[config.mk]
export PLATFORM = sky130hd
export DESIGN_NAME = directional_neighbor_select
export DESIGN_NICKNAME = d
export VERILOG_FILES = /design/src/dns_pkg.sv /design/src/dns_front.sv /design/src/dns_queue.sv /design/src/dns_back.sv /design/src/directional_neighbor_select.sv
export SDC_FILE = /design/constraint.sdc
export NUM_CORES = 1
export LEC_CHECK = 0
export ABC_AREA = 1
export BUFFER_PORTS_ARGS = -buffer_cell sky130_fd_sc_hd__buf_2
export CORE_MARGIN = 2
export CORE_UTILIZATION = 50
export DETAILED_ROUTE_END_ITERATION = 10
export GPL_TIMING_DRIVEN = 0
export PLACE_DENSITY = 0.67
export SKIP_LAST_GASP = 1
export SLEW_MARGIN = 10
export SYNTH_ARGS = -nofsm -noshare
export SYNTH_HDL_FRONTEND = slang
export SYNTH_SLANG_ARGS = --single-unit
export TNS_END_PERCENT = 50
[constraint.sdc]
create_clock -name clk -period 13.2 [get_ports clk]
set_input_delay 1.32 -clock clk [delete_from_list [all_inputs] [get_ports clk]]
set_output_delay 1.32 -clock clk [all_outputs]
set_load 0.005 [all_outputs]
[src/dns_pkg.sv]
package dns_pkg;

  localparam int unsigned QUEUE_DEPTH = 4;
  localparam int unsigned QUEUE_PTR_W = $clog2(QUEUE_DEPTH);
  localparam int unsigned SCORE_W = 22;
  localparam int unsigned INDEX_W = 8;
  localparam int unsigned DATA_W = 16;
  localparam int unsigned REG_INDEX_W = 3;
  localparam logic [SCORE_W-1:0] SCORE_ONES = {SCORE_W{1'b1}};

  typedef enum logic [1:0] {
    DIR_LEFT  = 2'd0,
    DIR_RIGHT = 2'd1,
    DIR_UP    = 2'd2,
    DIR_DOWN  = 2'd3
  } dir_t;

  typedef enum logic [REG_INDEX_W-1:0] {
    REG_DIRECTION    = 3'd0,
    REG_REF_X        = 3'd1,
    REG_REF_Y        = 3'd2,
    REG_REF_WIDTH    = 3'd3,
    REG_REF_HEIGHT   = 3'd4,
    REG_AREA_WIDTH   = 3'd5,
    REG_AREA_HEIGHT  = 3'd6,
    REG_REF_FLOATING = 3'd7
  } reg_index_t;

  typedef struct packed {
    dir_t               direction;
    logic signed [15:0] ref_x;
    logic signed [15:0] ref_y;
    logic [14:0]        ref_width;
    logic [14:0]        ref_height;
    logic [14:0]        area_width;
    logic [14:0]        area_height;
    logic               ref_floating;
  } cfg_t;

  typedef struct packed {
    logic               scored;
    logic               tie_wins;
    logic [SCORE_W-1:0] score;
    logic [INDEX_W-1:0] index;
    logic               last;
  } entry_t;

endpackage

[src/dns_front.sv]
module dns_front (
  input  dns_pkg::cfg_t                cfg,
  input  logic signed [15:0]           cand_x,
  input  logic signed [15:0]           cand_y,
  input  logic [14:0]                  cand_width,
  input  logic [14:0]                  cand_height,
  input  logic                         cand_visible,
  input  logic [dns_pkg::INDEX_W-1:0]  cand_index,
  input  logic                         is_last,
  output dns_pkg::entry_t              entry
);

  logic signed [17:0] rx;
  logic signed [17:0] ry;
  logic signed [17:0] cx;
  logic signed [17:0] cy;
  logic signed [17:0] gap;
  logic signed [17:0] gap_wrap;
  logic signed [17:0] span;
  logic signed [17:0] cross_diff;
  logic [16:0]        d1;
  logic [16:0]        d2;
  logic [16:0]        dmin;
  logic [16:0]        cross_mag;
  logic [22:0]        sum;

  always_comb begin
    rx = {{2{cfg.ref_x[15]}}, cfg.ref_x};
    ry = {{2{cfg.ref_y[15]}}, cfg.ref_y};
    cx = {{2{cand_x[15]}}, cand_x};
    cy = {{2{cand_y[15]}}, cand_y};
    unique case (cfg.direction)
      dns_pkg::DIR_LEFT: begin
        gap        = rx - cx - {3'b000, cand_width};
        span       = {3'b000, cfg.area_width};
        cross_diff = ry - cy;
      end
      dns_pkg::DIR_RIGHT: begin
        gap        = cx - rx - {3'b000, cfg.ref_width};
        span       = {3'b000, cfg.area_width};
        cross_diff = cy - ry;
      end
      dns_pkg::DIR_UP: begin
        gap        = ry - cy - {3'b000, cand_height};
        span       = {3'b000, cfg.area_height};
        cross_diff = rx - cx;
      end
      default: begin
        gap        = cy - ry - {3'b000, cfg.ref_height};
        span       = {3'b000, cfg.area_height};
        cross_diff = cx - rx;
      end
    endcase
    gap_wrap  = gap + span;
    d1        = gap[17] ? 17'(-gap) : gap[16:0];
    d2        = gap_wrap[17] ? 17'(-gap_wrap) : gap_wrap[16:0];
    dmin      = (d1 < d2) ? d1 : d2;
    cross_mag = cross_diff[17] ? 17'(-cross_diff) : cross_diff[16:0];
    // times 20 as 16 + 4
    sum = {2'b00, dmin, 4'b0000} + {4'b0000, dmin, 2'b00} + {6'b000000, cross_mag};

    entry.scored   = cand_visible && !cfg.ref_floating;
    entry.tie_wins = (cfg.direction == dns_pkg::DIR_LEFT) || (cfg.direction == dns_pkg::DIR_UP);
    entry.score    = sum[22] ? dns_pkg::SCORE_ONES : sum[dns_pkg::SCORE_W-1:0];
    entry.index    = cand_index;
    entry.last     = is_last;
  end

endmodule

[src/dns_queue.sv]
module dns_queue (
  input  logic            clk,
  input  logic            rst,
  input  logic            push_valid,
  output logic            push_ready,
  input  dns_pkg::entry_t push_data,
  output logic            pop_valid,
  input  logic            pop_ready,
  output dns_pkg::entry_t pop_data
);

  dns_pkg::entry_t                 mem [dns_pkg::QUEUE_DEPTH];
  logic [dns_pkg::QUEUE_PTR_W-1:0] wr_ptr;
  logic [dns_pkg::QUEUE_PTR_W-1:0] rd_ptr;
  logic [dns_pkg::QUEUE_PTR_W:0]   count;
  logic                            push;
  logic                            pop;

  assign push_ready = count != (dns_pkg::QUEUE_PTR_W+1)'(dns_pkg::QUEUE_DEPTH);
  assign pop_valid  = count != '0;
  assign pop_data   = mem[rd_ptr];
  assign push       = push_valid && push_ready;
  assign pop        = pop_valid && pop_ready;

  always_ff @(posedge clk) begin
    if (push) begin
      mem[wr_ptr] <= push_data;
    end
  end

  always_ff @(posedge clk) begin
    if (rst) begin
      wr_ptr <= '0;
      rd_ptr <= '0;
      count  <= '0;
    end else begin
      if (push) begin
        wr_ptr <= wr_ptr + 1'b1;
      end
      if (pop) begin
        rd_ptr <= rd_ptr + 1'b1;
      end
      if (push && !pop) begin
        count <= count + 1'b1;
      end else if (pop && !push) begin
        count <= count - 1'b1;
      end
    end
  end

endmodule

[src/dns_back.sv]
module dns_back (
  input  logic                         clk,
  input  logic                         rst,
  input  logic                         pop_valid,
  output logic                         pop_ready,
  input  dns_pkg::entry_t              head,
  output logic                         out_valid,
  input  logic                         out_ready,
  output logic                         found,
  output logic [dns_pkg::INDEX_W-1:0]  best_index,
  output logic [dns_pkg::SCORE_W-1:0]  best_score
);

  logic [dns_pkg::SCORE_W-1:0] run_score;
  logic [dns_pkg::INDEX_W-1:0] run_index;
  logic                        run_found;
  logic                        better;
  logic                        take;
  logic [dns_pkg::SCORE_W-1:0] upd_score;
  logic [dns_pkg::INDEX_W-1:0] upd_index;
  logic                        upd_found;
  logic                        pop;

  always_comb begin
    better    = head.tie_wins ? (head.score <= run_score) : (head.score < run_score);
    take      = head.scored && better;
    upd_score = take ? head.score : run_score;
    upd_index = take ? head.index : run_index;
    upd_found = take || run_found;
    pop_ready = !head.last || !out_valid || out_ready;
    pop       = pop_valid && pop_ready;
  end

  always_ff @(posedge clk) begin
    if (pop && head.last) begin
      found      <= upd_found;
      best_index <= upd_index;
      best_score <= upd_score;
    end
  end

  always_ff @(posedge clk) begin
    if (rst) begin
      run_score <= dns_pkg::SCORE_ONES;
      run_index <= '0;
      run_found <= 1'b0;
      out_valid <= 1'b0;
    end else begin
      if (out_valid && out_ready) begin
        out_valid <= 1'b0;
      end
      if (pop) begin
        if (head.last) begin
          out_valid <= 1'b1;
          run_score <= dns_pkg::SCORE_ONES;
          run_index <= '0;
          run_found <= 1'b0;
        end else begin
          run_score <= upd_score;
          run_index <= upd_index;
          run_found <= upd_found;
        end
      end
    end
  end

endmodule

[src/directional_neighbor_select.sv]
// directional neighbor select
// cfg channel (cfg_valid/cfg_ready, cfg_index, cfg_data) writes the direction,
// reference rectangle, area size and floating flag; cfg_ready is always high.
// write configuration only while no search transaction is in flight.
// input channel (in_valid/in_ready) takes one candidate rectangle per
// transaction; the front scores it in the accepting cycle and places it in a
// four-entry queue. the back keeps the running best and, on the candidate
// marked is_last, loads one result transaction (found, best_index, best_score)
// into the output register for out_valid/out_ready.
// a last candidate goes through a queue entry and then the output register to out_valid.
// throughput: one candidate per cycle while the queue is not full, set by the
// combinational score path and the compare in the back.
// when out_ready is low and a result waits, the back holds the next last
// candidate in the queue; non-last candidates still drain, and in_ready drops
// only once the queue is full.
// reset clears the configuration registers to zero, the running best to not found
// with an all-ones score, and empties the queue and the output register.
module directional_neighbor_select (
  input  logic                             clk,
  input  logic                             rst,
  input  logic                             cfg_valid,
  output logic                             cfg_ready,
  input  logic [dns_pkg::REG_INDEX_W-1:0]  cfg_index,
  input  logic [dns_pkg::DATA_W-1:0]       cfg_data,
  input  logic                             in_valid,
  output logic                             in_ready,
  input  logic signed [15:0]               cand_x,
  input  logic signed [15:0]               cand_y,
  input  logic [14:0]                      cand_width,
  input  logic [14:0]                      cand_height,
  input  logic                             cand_visible,
  input  logic [dns_pkg::INDEX_W-1:0]      cand_index,
  input  logic                             is_last,
  output logic                             out_valid,
  input  logic                             out_ready,
  output logic                             found,
  output logic [dns_pkg::INDEX_W-1:0]      best_index,
  output logic [dns_pkg::SCORE_W-1:0]      best_score
);

  dns_pkg::cfg_t   cfg;
  dns_pkg::entry_t front_entry;
  dns_pkg::entry_t head;
  logic            head_valid;
  logic            head_ready;

  assign cfg_ready = 1'b1;

  always_ff @(posedge clk) begin
    if (rst) begin
      cfg.direction    <= dns_pkg::DIR_LEFT;
      cfg.ref_x        <= '0;
      cfg.ref_y        <= '0;
      cfg.ref_width    <= '0;
      cfg.ref_height   <= '0;
      cfg.area_width   <= '0;
      cfg.area_height  <= '0;
      cfg.ref_floating <= 1'b0;
    end else if (cfg_valid && cfg_ready) begin
      unique case (dns_pkg::reg_index_t'(cfg_index))
        dns_pkg::REG_DIRECTION:    cfg.direction    <= dns_pkg::dir_t'(cfg_data[1:0]);
        dns_pkg::REG_REF_X:        cfg.ref_x        <= cfg_data;
        dns_pkg::REG_REF_Y:        cfg.ref_y        <= cfg_data;
        dns_pkg::REG_REF_WIDTH:    cfg.ref_width    <= cfg_data[14:0];
        dns_pkg::REG_REF_HEIGHT:   cfg.ref_height   <= cfg_data[14:0];
        dns_pkg::REG_AREA_WIDTH:   cfg.area_width   <= cfg_data[14:0];
        dns_pkg::REG_AREA_HEIGHT:  cfg.area_height  <= cfg_data[14:0];
        dns_pkg::REG_REF_FLOATING: cfg.ref_floating <= cfg_data[0];
        default: ;
      endcase
    end
  end

  dns_front u_front (
    .cfg          (cfg),
    .cand_x       (cand_x),
    .cand_y       (cand_y),
    .cand_width   (cand_width),
    .cand_height  (cand_height),
    .cand_visible (cand_visible),
    .cand_index   (cand_index),
    .is_last      (is_last),
    .entry        (front_entry)
  );

  dns_queue u_queue (
    .clk        (clk),
    .rst        (rst),
    .push_valid (in_valid),
    .push_ready (in_ready),
    .push_data  (front_entry),
    .pop_valid  (head_valid),
    .pop_ready  (head_ready),
    .pop_data   (head)
  );

  dns_back u_back (
    .clk        (clk),
    .rst        (rst),
    .pop_valid  (head_valid),
    .pop_ready  (head_ready),
    .head       (head),
    .out_valid  (out_valid),
    .out_ready  (out_ready),
    .found      (found),
    .best_index (best_index),
    .best_score (best_score)
  );

endmodule
After elaboration in Yosys (flattened, before gate mapping)
Memory sizes are Yosys's and may differ from the RTL's. A register that Yosys moved wholly into a read port is not among the register bits.
Cells that the tools add are included.
{ "totals": {"wordCells": 107, "latch_bits": 0, "ff_bits": 165, "output_inout_bits": 34, "ram_bits": 132, "romBits": 0, "in_bits": 96, "mem_count": 1} }
{ "classes": {"bitwise_logic": 0, "addsub": 22, "n_reduce_logical": 30, "muxes": 23, "n_lt_le_gt_ge": 3, "mul": 0, "div": 0, "n_shift": 0, "eq_ne": 10} }
{ "mem_list": {"columns": ["memory", "words", "word_bits", "rd", "rd_clocked_by_memory_dff", "write_ports", "line", "source"], "rows": [
  ["u_queue.mem", 4, 33, 1, 1, 1, "dns_queue.sv:12", "dns_pkg::entry_t mem [dns_pkg::QUEUE_DEPTH];"]
]} }
{ "op_table": {"columns": ["cell", "count"], "rows": [
  ["$sub 16x16->17", 8],
  ["$pmux 18 s3", 2],
  ["$sub 18x15->18", 4],
  ["$mux 17", 4],
  ["$mux 22", 3],
  ["$neg 17->17", 3],
  ["$add 23x17->23", 1],
  ["$add 21x19->22", 1],
  ["$le 22x22->1", 1],
  ["$lt 22x22->1", 1],
  ["$add 18x16->18", 1],
  ["$lt 17x17->1", 1],
  ["$mux 8", 2],
  ["$reduce_and 2->1", 8],
  ["$mux 15", 1],
  ["$eq 3x3->1 const B", 4],
  ["$logic_and 1x1->1", 8],
  ["$mux 1", 7],
  ["$eq 3x2->1 const B", 2],
  ["$mux 3", 2],
  ["$logic_not 1->1", 5],
  ["$add 2x1->2 const B", 2],
  ["$logic_or 1x1->1", 4],
  ["$mux 2", 2],
  ["11 further kinds", 11]
]} }

Longest topological paths before layout
Gate-level depths: netlist of run 1.
{ "logic_depth": {"ltp_word": 11, "mapped_depth": 70, "depth_no_buf": 70} }

Cells and area by module
A second synthesis of run 1 with hierarchy kept.
{ "hier_totals": {"hier_cells": 3455, "area_unflattened_um2": 25567.0} }
{ "modules_own_cells": {"columns": ["module", "seq_area_each_um2", "cells_per_inst", "n_inst", "area_each_um2"], "rows": [
  ["dns_front", 0.0, 2140, 1, 12987.5],
  ["dns_queue", 4144.0, 387, 1, 5403.9],
  ["directional_neighbor_select", 1901.8, 551, 1, 3877.5],
  ["dns_back", 1571.5, 377, 1, 3298.2]
]} }

Worst setup path before layout of run 1
Ideal clock, no wire load.
{ "synth_path": {"path_type": "input -> register", "from": "in cand_y[2]", "to": "mem u_queue.mem[0][29] (netlist name) (data pin)", "t_required_ns": 12.935, "stages": 64, "arrival_time_ns": 9.965, "path_slack_ns": 2.970, "n_path_buf": 2, "setup_time_ns": 0.265, "cell_sequence": "inv_1 > ha_1 > buf_6 > a21oi_1 > nor2_1 > a211oi_1 > xor2_1 > ha_1 > a21oi_1 > o21ai_0 > a21oi_1 > o21ai_0 > or2_2 > nand3_1 > nand3_1 > nor2_1 > inv_1 > ha_1 > [... 28 more ...] > nand2_2 > xor2_1 > ha_1 > nand2_1 > o21ai_0 > a21oi_1 > inv_1 > a21oi_1 > o21ai_0 > nand3_1 > nand2_1 > a21oi_1 > o21bai_1 > a21oi_1 > nor2_2 > nand2_1 > nand2_1 > nand2_1"} }
{ "synth_lines": {"columns": ["element", "line", "source"], "rows": [
  ["from (decl)", "directional_neighbor_select.sv:28", "input logic signed [15:0] cand_y,"],
  ["to (decl)", "dns_queue.sv:12", null]
]} }

==> flow_summary.yaml, run 1 <==
run_status:
  outcome: "finished, final reports clean"
timing:
  fmax_mhz: 82.1
  finalSetupTns_ns: 0
  slew_viol_final: 0
  min_period_over_period: 0.923
  rsz0062_at_grt: "false"
  layout_min_cycle_time_ns: 12.19
  hold_violations: 0
  tightest_slew_ns: 0.984
  finalSetupViolCount: 0
  relSlewSlack: 0.344
  hold_slack_ns: 0.466
  finClkSkew_ns: 0.0180
logic_synthesis:
  synth_edf_count: 163
  synth.area.mux_share: 0
  syn_area_um2: 23000
  synth_flop_cell: "edfxtp_1"
  syn_inst: 3131
  synth_seq_area_share: 0.331
  syn_area_per_cell_um2: 7.34
  synth_top_area_frac: 0.213
  synth_top_area_cell: "edfxtp_1"
  yosys-top-cells-area: "edfxtp_1, dfxtp_1, ha_1"
  synth_xor_area_frac: 0.0522
  synth_fp_nets: 3454
  synth-adder-area-share: 0.127
  yosysWarnings: 0
  synth_top_family_by_area: "simple AND/OR/NAND/NOR gates"
  synth-seq-cells: 299
  synth-compound-area-share: 0.177
  synth-async-reset-ratio: 0
  synth_cell_type_count: 65
  synthSimpleGateAreaFrac: 0.221
clock_tree:
  clk_pin_slew_ns: 0.06
  ctsHoldBuffers: 0
  clockBufferDepth: 3
  cts_tree: "built"
  clk-insertion-delay-late_ns: 0.56
  ctsHtreeMaxLevel: 2
  cts_buffers: 34
  clock-root-buffer: "clkbuf_16"
  cts_num_sinks: 299
  postCtsSetupRepairBufs: 0
  cts_resized: 0
detailed_routing:
  drcViolationCount: 0
  wire_per_inst_um: 19.5
  avgViaCountPerCell: 5.53
  vias: 21700
  wl_um: 76700
  drt_iter0_markers: 1625
  postRouteAntennaNets: 0
  drt-pass1-iter-count: 5
die:
  die_h_um: 218
  ios: 130
  die_x_um: 218
  initial_utilization: 0.507
  row_count: 78
  coreArea_um2: 45400
  die_area_um2: 47700
hold_path:
  holdPathStages: 2
  hold_start: "cfg[48]"
  holdPathEnd: "cfg[48]"
  hold_path_class: "reg -> reg"
layout:
  layout_common_cells: "nand2_1, inv_1, o21ai_0, a21oi_1, nor2_1"
  area_delta_synth_final_pct: 11.5
  finalNetCount: 3623
  final_common_cell: "nand2_1"
  drive_above_1_share: 0.0986
power:
  p_clk_frac: 0.109
  p_int_w: 0.00435
  leakagePower_nw: 12.0
  power.share.sequential: 0.254
  p_sw_frac: 0.481
  vdd_ir_drop_max_uv: 316
  switchingPower_w: 0.00403
  power.share.combinational: 0.637
  p_per_area_nw_per_um2: 327
setup_path:
  required_ns: 13.47
  slowest_stage: "o21ai_0"
  rr_endpoint: "u_queue.mem[0][28]"
  crit_path_start: "cand_x[0]"
  critPathCaptureType: "register"
  worstSetupStartpointType: "input port"
  slowest_delay_ns: 0.63
  reg2reg_depth: 60
  reg2reg_from: "cfg[77]"
  setup.worst_path.class: "in -> reg"
  crit_top_cell: "nand2_1"
  arrival_ns: 12.45
  reg2reg_slack_ns: 1.59
  crit_fanout: 10
global_route:
  overflow: 0
  grt_pass1_wl_um: 116000
  grt_pass1_vias: 20600
  antenna_found_initial: 4
  track_usage: 0.319
  grt_max_degree: 27
placement:
  place.gp.congestion: 1.05
  port_buffers: 128
  hpwlAfterDp_um: 61900
run:
  max-cap-violations: 0
## worst max-delay path by stage
stage          slack (ns)            endpoint
2_1_floorplan        2.97  u_queue.mem[0][29]
3_3_place_gp         0.29  u_queue.mem[1][29]
3_5_place_dp         0.17  u_queue.mem[2][27]
4_1_cts              0.72  u_queue.mem[2][27]
5_1_grt              0.04  u_queue.mem[3][27]
6_report             1.01  u_queue.mem[0][28]
## sequential cells by signal (all words and copies together) (netlist names), named ones only
| signal | flops |
|---|---|
| u_back.run_score | 22 |
| u_queue.count | 3 |
| u_back.run_index | 8 |
| cfg | 95 |
| u_queue.wr_ptr | 2 |
| u_queue.rd_ptr | 2 |
| u_back.best_score | 22 |
| u_queue.mem | 132 |
| u_back.best_index | 8 |
| u_back.run_found | 1 |
| u_back.found | 1 |
| u_back.out_valid | 1 |
## synth_stat cells (5+ instances only)
master / n
nand2_1: 678
inv_1: 397
o21ai_0: 285
a21oi_1: 276
nor2_1: 275
ha_1: 216
edfxtp_1: 163
nand3_1: 138
dfxtp_1: 136
xor2_1: 111
clkbuf_1: 67
nand2_2: 30
o211ai_1: 27
o22ai_1: 26
xnor2_1: 26
nor3_1: 23
inv_2: 21
or2_2: 18
a31oi_1: 16
a21o_1: 15
nand4_1: 15
a211oi_1: 12
buf_4: 11
fa_1: 11
o21bai_1: 11
a32o_1: 9
buf_6: 9
nand3b_1: 8
buf_1: 7
a21oi_2: 6
nor2_2: 6
a221oi_1: 5
clkbuf_2: 5
nand3_2: 5
o21ai_1: 5
## power by group through the flow
stage / Sequential, W / Clock [W] / Combinational (W)
floorplan: 0.00214 / 0 / 0.00391
global placement: 0.00215 / 0 / 0.00507
detailed placement: 0.00215 / 0 / 0.00527
CTS: 0.00213 / 0.000928 / 0.00530
global route: 0.00215 / 0.000966 / 0.00602
finish: 0.00213 / 0.000915 / 0.00534
## layer usage
layer	up-vias	wire length, um	track usage
met5	-	7	0
met4	2	2740	0.117
met3	131	4860	0.0419
met2	757	36400	0.554
met1	10100	32700	0.403
li1	10800	-	-
## critical path, delay by kind of cell
family	cells	cell delay [ns]
adders and majority gates	8	2.48
AOI/OAI and AO/OA	18	4.15
xor gates and xnor gates	3	0.89
buffers and inverters	10	1.04
and+or+nand+nor	22	2.56
## final cells by class
type / count / area, um2
multi-input cells: 2307 / 13400
clock inverters: 17 / 136
fillers: 4300 / 19800
diodes: 3 / 7.51
flip-flops and latches: 299 / 7620
clock buffers: 44 / 922
inverters: 422 / 1590
repair buffers: 133 / 748
well taps: 600 / 751
plain buffers: 103 / 508
## kinds of logic (layout without fill, tap and decap cells)
logic type               count (synthesis)  after routing
AND/OR/NAND/NOR                       1215           1215
buffers and inverters                  525            719
AO/OA/AOI/OAI                          727            727
flip-flops                             299            299
other                                    1              4
XOR/XNOR                               137            137
adder cells (fa/ha/maj)                227            227
## stage by stage
stage | power, W | setup slack (ns) | util | instances | instance area (um2)
floorplan | 0.00605 | 2.97 | - | 3131 | 23000
global placement | 0.00722 | 0.287 | 0.537 | 3859 | 24400
detailed placement | 0.00742 | 0.171 | 0.540 | 3864 | 24500
CTS | 0.00836 | 0.718 | 0.564 | 3925 | 25600
global route | 0.00914 | 0.0383 | 0.565 | 3925 | 25600
finish | 0.00838 | 1.01 | 0.565 | 3928 | 25600
(Power assumes the default switching activity.)
==> inputs of run 2 (changes only) <==
--- a/config.mk
+++ b/config.mk
@@ -11,7 +11,7 @@
 export CORE_UTILIZATION = 50
 export DETAILED_ROUTE_END_ITERATION = 10
 export GPL_TIMING_DRIVEN = 0
-export PLACE_DENSITY = 0.67
+export PLACE_DENSITY = 0.7
 export SKIP_LAST_GASP = 1
 export SLEW_MARGIN = 10
 export SYNTH_ARGS = -nofsm -noshare
==> run 2 against run 1 <==
Global-route usage is 0.59 points lower. First-iteration DRC count is 29% higher. Non-clock buffer count is 1 lower. Combinational power is 0.7% lower. Final area is 0.57% higher. Fmax is 2.8% lower. Final cell count hardly changed. Critical endpoint is now u_queue.mem[2][27]. Sequential share of layout area is 0.17 points lower.
==> flow_summary.yaml, run 2 (synthesized netlist as in run 1, its figures left out) <==
run_status:
  outcome: "finished, final reports clean"
detailed_routing:
  vias: 21800
  wl_um: 74700
  postRouteAntennaNets: 0
  maxUsedRoutingLayer: "met4"
  drt-pass1-iter-count: 5
  drcViolationCount: 0
  met1_length_um: 32200
  avgViaCountPerCell: 5.54
  drt_iter0_markers: 2104
  dr_wl_met3_um: 4530
  wire_per_inst_um: 19.0
  wl_met2_um: 34300
die:
  die_x_um: 218
  coreArea_um2: 45400
  die_h_um: 218
  ios: 130
  die_area_um2: 47700
  initial_utilization: 0.507
  row_count: 78
setup_path:
  setup.worst_path.class: "in -> reg"
  critPathCaptureType: "register"
  worstSetupStartpointType: "input port"
  crit_top_cell: "nand2_1"
  reg2reg_depth: 61
  slowest_stage: "o311ai_0"
  arrival_ns: 12.88
  required_ns: 13.54
  slowest_delay_ns: 0.98
  crit_fanout: 10
layout:
  layout_common_cells: "nand2_1, inv_1, o21ai_0, a21oi_1, nor2_1"
  multiInputGateArea_um2: 13300
  area_delta_synth_final_pct: 12.1
  seq_area_um2: 7620
  top_register: "u_queue.mem"
  finalNetCount: 3622
  drive_above_1_share: 0.0995
  reg_top3: "u_queue.mem: 132 flops, cfg: 95 flops"
  fill_cells: 4287
  final_common_cell: "nand2_1"
  largest_register_ffs: 132
power:
  p_sw_frac: 0.475
  leakagePower_nw: 12.0
  fin_total_pwr_w: 0.00847
  power.share.combinational: 0.626
  p_clk_frac: 0.122
  switchingPower_w: 0.00403
  p_per_area_nw_per_um2: 329
  power.share.sequential: 0.251
  p_int_w: 0.00445
  vdd_ir_drop_max_uv: 435
global_route:
  overflow: 0
  antenna_found_initial: 6
  grt_pass1_wl_um: 114000
  grt_max_degree: 34
  track_usage: 0.313
  grt_pass1_vias: 20900
clock_tree:
  clk_pin_slew_ns: 0.06
  clock-root-buffer: "clkbuf_16"
  cts_num_sinks: 299
  postCtsSetupRepairBufs: 0
  cts_buffers: 34
  ctsHtreeMaxLevel: 2
  clockBufferDepth: 3
  ctsHoldBuffers: 0
  cts_resized: 0
  clk-insertion-delay-late_ns: 0.57
  cts_tree: "built"
timing:
  finClkSkew_ns: 0.0216
  slew_viol_final: 0
  min_period_over_period: 0.950
  finalSetupViolCount: 0
  tightest_slew_ns: 1.29
  rsz0062_at_grt: "false"
  hold_slack_ns: 0.463
  fmax_mhz: 79.7
  hold_violations: 0
  relSlewSlack: 0.141
  layout_min_cycle_time_ns: 12.54
hold_path:
  holdPathStages: 2
  hold_path_class: "reg -> reg"
placement:
  port_buffers: 128
  place.gp.congestion: 1.06
  hpwlAfterDp_um: 59600
run:
  max-cap-violations: 0
-- run 2: cell count changes in the layout (fill, tap and decap cells not counted), sizes merged --
cell / change
clkbuf: +2
clkinv: -8
inv: +1
diode: -2
clkinvlp: +2
buf: -1
bufinv: +4
-- run 2: power by group through the flow --
stage / clock, W / sequential [W] / combinational, W
2_1_floorplan: 0 / 0.00214 / 0.00391
6_report: 0.00104 / 0.00213 / 0.00530
3_3_place_gp: 0 / 0.00214 / 0.00502
4_1_cts: 0.00105 / 0.00213 / 0.00526
5_1_grt: 0.00109 / 0.00215 / 0.00604
3_5_place_dp: 0 / 0.00215 / 0.00523
-- run 2: routing by layer --
metal / vias up / global-route usage
li1: 10800 / -
met1: 10100 / 0.409
met2: 734 / 0.518
met3: 152 / 0.0305
met4: 0 / 0.152
met5: - / 0
-- run 2: worst max-delay path: cells and delay by family --
family	cells	cell delay [ns]
AO/OA/AOI/OAI	19	4.52
adder cells (fa/ha/maj)	6	1.84
XOR/XNOR	4	1.10
buffers and inverters	13	1.65
AND/OR/NAND/NOR	21	2.45
-- run 2: cell type report --
class / count / share of cell area
antenna: 1 / 0.0000971
buffer: 103 / 0.0197
clock buffer: 46 / 0.0379
clock inverter: 16 / 0.0105
inverter: 422 / 0.0616
multi-input combinational: 2307 / 0.518
sequential: 299 / 0.296
tap: 600 / 0.0291
timing repair buffer: 132 / 0.0280
-- run 2: final timing paths --
check,startpoint,to,slack [ns]
hold / removal,cfg[52],cfg[52],0.46
setup reg to reg,cfg[81],u_queue.mem[2][27],1.26
setup / recovery,cand_x[4],u_queue.mem[2][27],0.66
hold reg to reg,cfg[52],cfg[52],0.46
-- run 2: stage by stage --
stage	instance area, um2	instances	worst slack, ns	TNS, ns	util
finish	25800	3926	0.660	0	0.568
global route	25800	3926	0.0215	0	0.568
CTS	25700	3925	0.449	0	0.567
detailed placement	24500	3863	-0.110	-0.908	0.540
global placement	24400	3859	0.0970	0	0.537
floorplan	23000	3131	2.97	0	-
==> inputs of run 3 (changes only) <==
--- a/config.mk
+++ b/config.mk
@@ -8,10 +8,11 @@
 export ABC_AREA = 1
 export BUFFER_PORTS_ARGS = -buffer_cell sky130_fd_sc_hd__buf_2
 export CORE_MARGIN = 2
-export CORE_UTILIZATION = 50
+export CORE_UTILIZATION = 60
 export DETAILED_ROUTE_END_ITERATION = 10
 export GPL_TIMING_DRIVEN = 0
-export PLACE_DENSITY = 0.7
+export PLACE_DENSITY = 0.82
+export RECOVER_POWER = 100
 export SKIP_LAST_GASP = 1
 export SLEW_MARGIN = 10
 export SYNTH_ARGS = -nofsm -noshare
==> run 3 against run 2 <==
First-iteration DRC count decreased by 19%. Total power decreased by 0.47%. Sequential cell count unchanged. Critical path depth decreased by 4. Clock power decreased by 9.6%. Final cell count decreased by 2.2%. Register-to-register slack improved by 0.21 ns. Highest routed layer is now met5. Clock skew increased by 0.0058 ns. Combinational power increased by 0.9%. Final area decreased by 1.7%. The flow now finishes with violations (capacitance limit, slew limit). Count of clock-buffer cells in the layout decreased by 2. Global-route usage increased by 6.0 points.
==> flow_summary.yaml, run 3 (synthesized netlist as in run 1, its figures left out) <==
run_status:
  outcome: "complete, but fails checks"
  violations: "capacitance limit, slew limit"
die:
  row_count: 71
  ios: 130
  die_h_um: 200
  coreArea_um2: 37700
  die_x_um: 200
  die_area_um2: 39900
  initial_utilization: 0.610
global_route:
  grt.busiest_layer: "met2"
  gr-usage-met3: 0.0654
  grt_pass1_vias: 21400
  grt_max_degree: 34
  antenna_found_initial: 4
  overflow: 0
  track_usage: 0.373
  grtUsageMet1: 0.456
  grt_pass1_wl_um: 114000
  use_met2: 0.632
placement:
  place.gp.congestion: 1.06
  hpwlAfterDp_um: 59200
  port_buffers: 128
  placed_cell_area_um2: 24400
power:
  leakagePower_nw: 11.8
  p_clk_frac: 0.112
  p_int_w: 0.00435
  fin_total_pwr_w: 0.00843
  power.share.sequential: 0.254
  vdd_ir_drop_max_uv: 503
  switchingPower_w: 0.00409
  power.share.combinational: 0.634
  p_per_area_nw_per_um2: 333
  p_sw_frac: 0.485
setup_path:
  slowest_stage: "a211oi_1"
  reg2reg_slack_ns: 1.47
  setup.worst_path.class: "in -> reg"
  crit_top_cell: "o21ai_0"
  required_ns: 13.47
  slowest_delay_ns: 0.66
  worstSetupStartpointType: "input port"
  crit_family: "compound AO/OA/AOI/OAI gates"
  critPathCaptureType: "register"
  crit_fanout: 10
  arrival_ns: 12.61
  crit_buf_inv: 12
clock_tree:
  cts_tree: "built"
  cts_num_sinks: 299
  cts_resized: 0
  clockBufferDepth: 3
  postCtsSetupRepairBufs: 0
  clock-root-buffer: "clkbuf_16"
  clk-insertion-delay-late_ns: 0.57
  ctsHoldBuffers: 0
  cts_buffers: 34
  ctsHtreeMaxLevel: 2
  clk_pin_slew_ns: 0.06
timing:
  finalSetupViolCount: 0
  layout_min_cycle_time_ns: 12.34
  min_period_over_period: 0.935
  tightest_slew_ns: 2.50
  hold_slack_ns: 0.470
  finalSetupTns_ns: 0
  relSlewSlack: -0.670
  hold_violations: 0
  finClkSkew_ns: 0.0273
  rsz0062_at_grt: "false"
  slew_viol_final: 88
  fmax_mhz: 81.0
layout:
  reg_top3: "u_queue.mem: 132 flops, cfg: 95 flops"
  largest_register_ffs: 132
  top_register: "u_queue.mem"
  multiInputGateArea_um2: 13300
  area_delta_synth_final_pct: 10.3
  layout_common_cells: "nand2_1, inv_1, o21ai_0, a21oi_1, nor2_1"
  seq_area_um2: 7620
  final_common_cell: "nand2_1"
  fill_cells: 3282
  drive_above_1_share: 0.0800
  stdcell_area_um2: 25300
  finalNetCount: 3622
detailed_routing:
  drcViolationCount: 0
  wl_um: 73800
  vias: 22200
  avgViaCountPerCell: 5.78
  postRouteAntennaNets: 0
  drt-pass1-iter-count: 8
  wire_per_inst_um: 19.2
  drt_iter0_markers: 1710
run:
  max-cap-violations: 4
hold_path:
  hold_path_class: "reg -> reg"
[run 3: cell types whose count changed in the layout (fill, tap and decap cells not counted), sizes merged]
cell | before | now
buf | 163 | 113
clkbuf | 118 | 166
clkinvlp | 2 | 6
bufinv | 5 | 2
clkinv | 10 | 12
diode | 1 | 3
inv | 421 | 420
[run 3: path summary, 6_finish.rpt]
| kind | start | end | cells past startpoint |
|---|---|---|---|
| setup / recovery | cand_x[0] | u_queue.mem[1][28] | 59 |
| hold / removal | u_back.run_index[5] | u_back.run_index[5] | 2 |
| setup reg to reg | cfg[77] | u_queue.mem[1][28] | 57 |
| hold reg to reg | u_back.run_index[5] | u_back.run_index[5] | 2 |
[run 3: metrics by stage]
stage,worst slack [ns],std cells,utilization
6_report,0.856,3839,0.673
5_1_grt,0.0350,3836,0.673
4_1_cts,0.748,3836,0.677
3_5_place_dp,0.174,3774,0.647
3_3_place_gp,0.462,3770,0.644
2_1_floorplan,2.97,3131,-
[run 3: worst min-delay path, delay by kind of cell (launching register included)]
kind            cells  cell delay [ns]
compound gates      1             0.06
simple gates        1             0.06
flops               1             0.31
[run 3: layout make-up]
class | count | share of cell area
multi-input cells | 2307 | 0.524
diodes | 3 | 0.000296
clock inverters | 18 | 0.00780
repair buffers | 132 | 0.0237
inverters | 422 | 0.0627
plain buffers | 103 | 0.0198
flip-flops and latches | 299 | 0.301
well taps | 511 | 0.0252
clock buffers | 44 | 0.0358
[run 3: routing by layer]
metal | up-vias | share of wire
li1 | 10800 | -
met1 | 10300 | 0.40
met2 | 950 | 0.46
met3 | 211 | 0.081
met4 | 2 | 0.056
met5 | - | 0.00018
[run 3: power by group through the flow]
stage / registers (W) / clock network, W / logic (W)
global route: 0.00217 / 0.000980 / 0.00598
floorplan: 0.00214 / 0 / 0.00391
detailed placement: 0.00215 / 0 / 0.00524
global placement: 0.00214 / 0 / 0.00493
CTS: 0.00213 / 0.000946 / 0.00529
finish: 0.00214 / 0.000940 / 0.00535
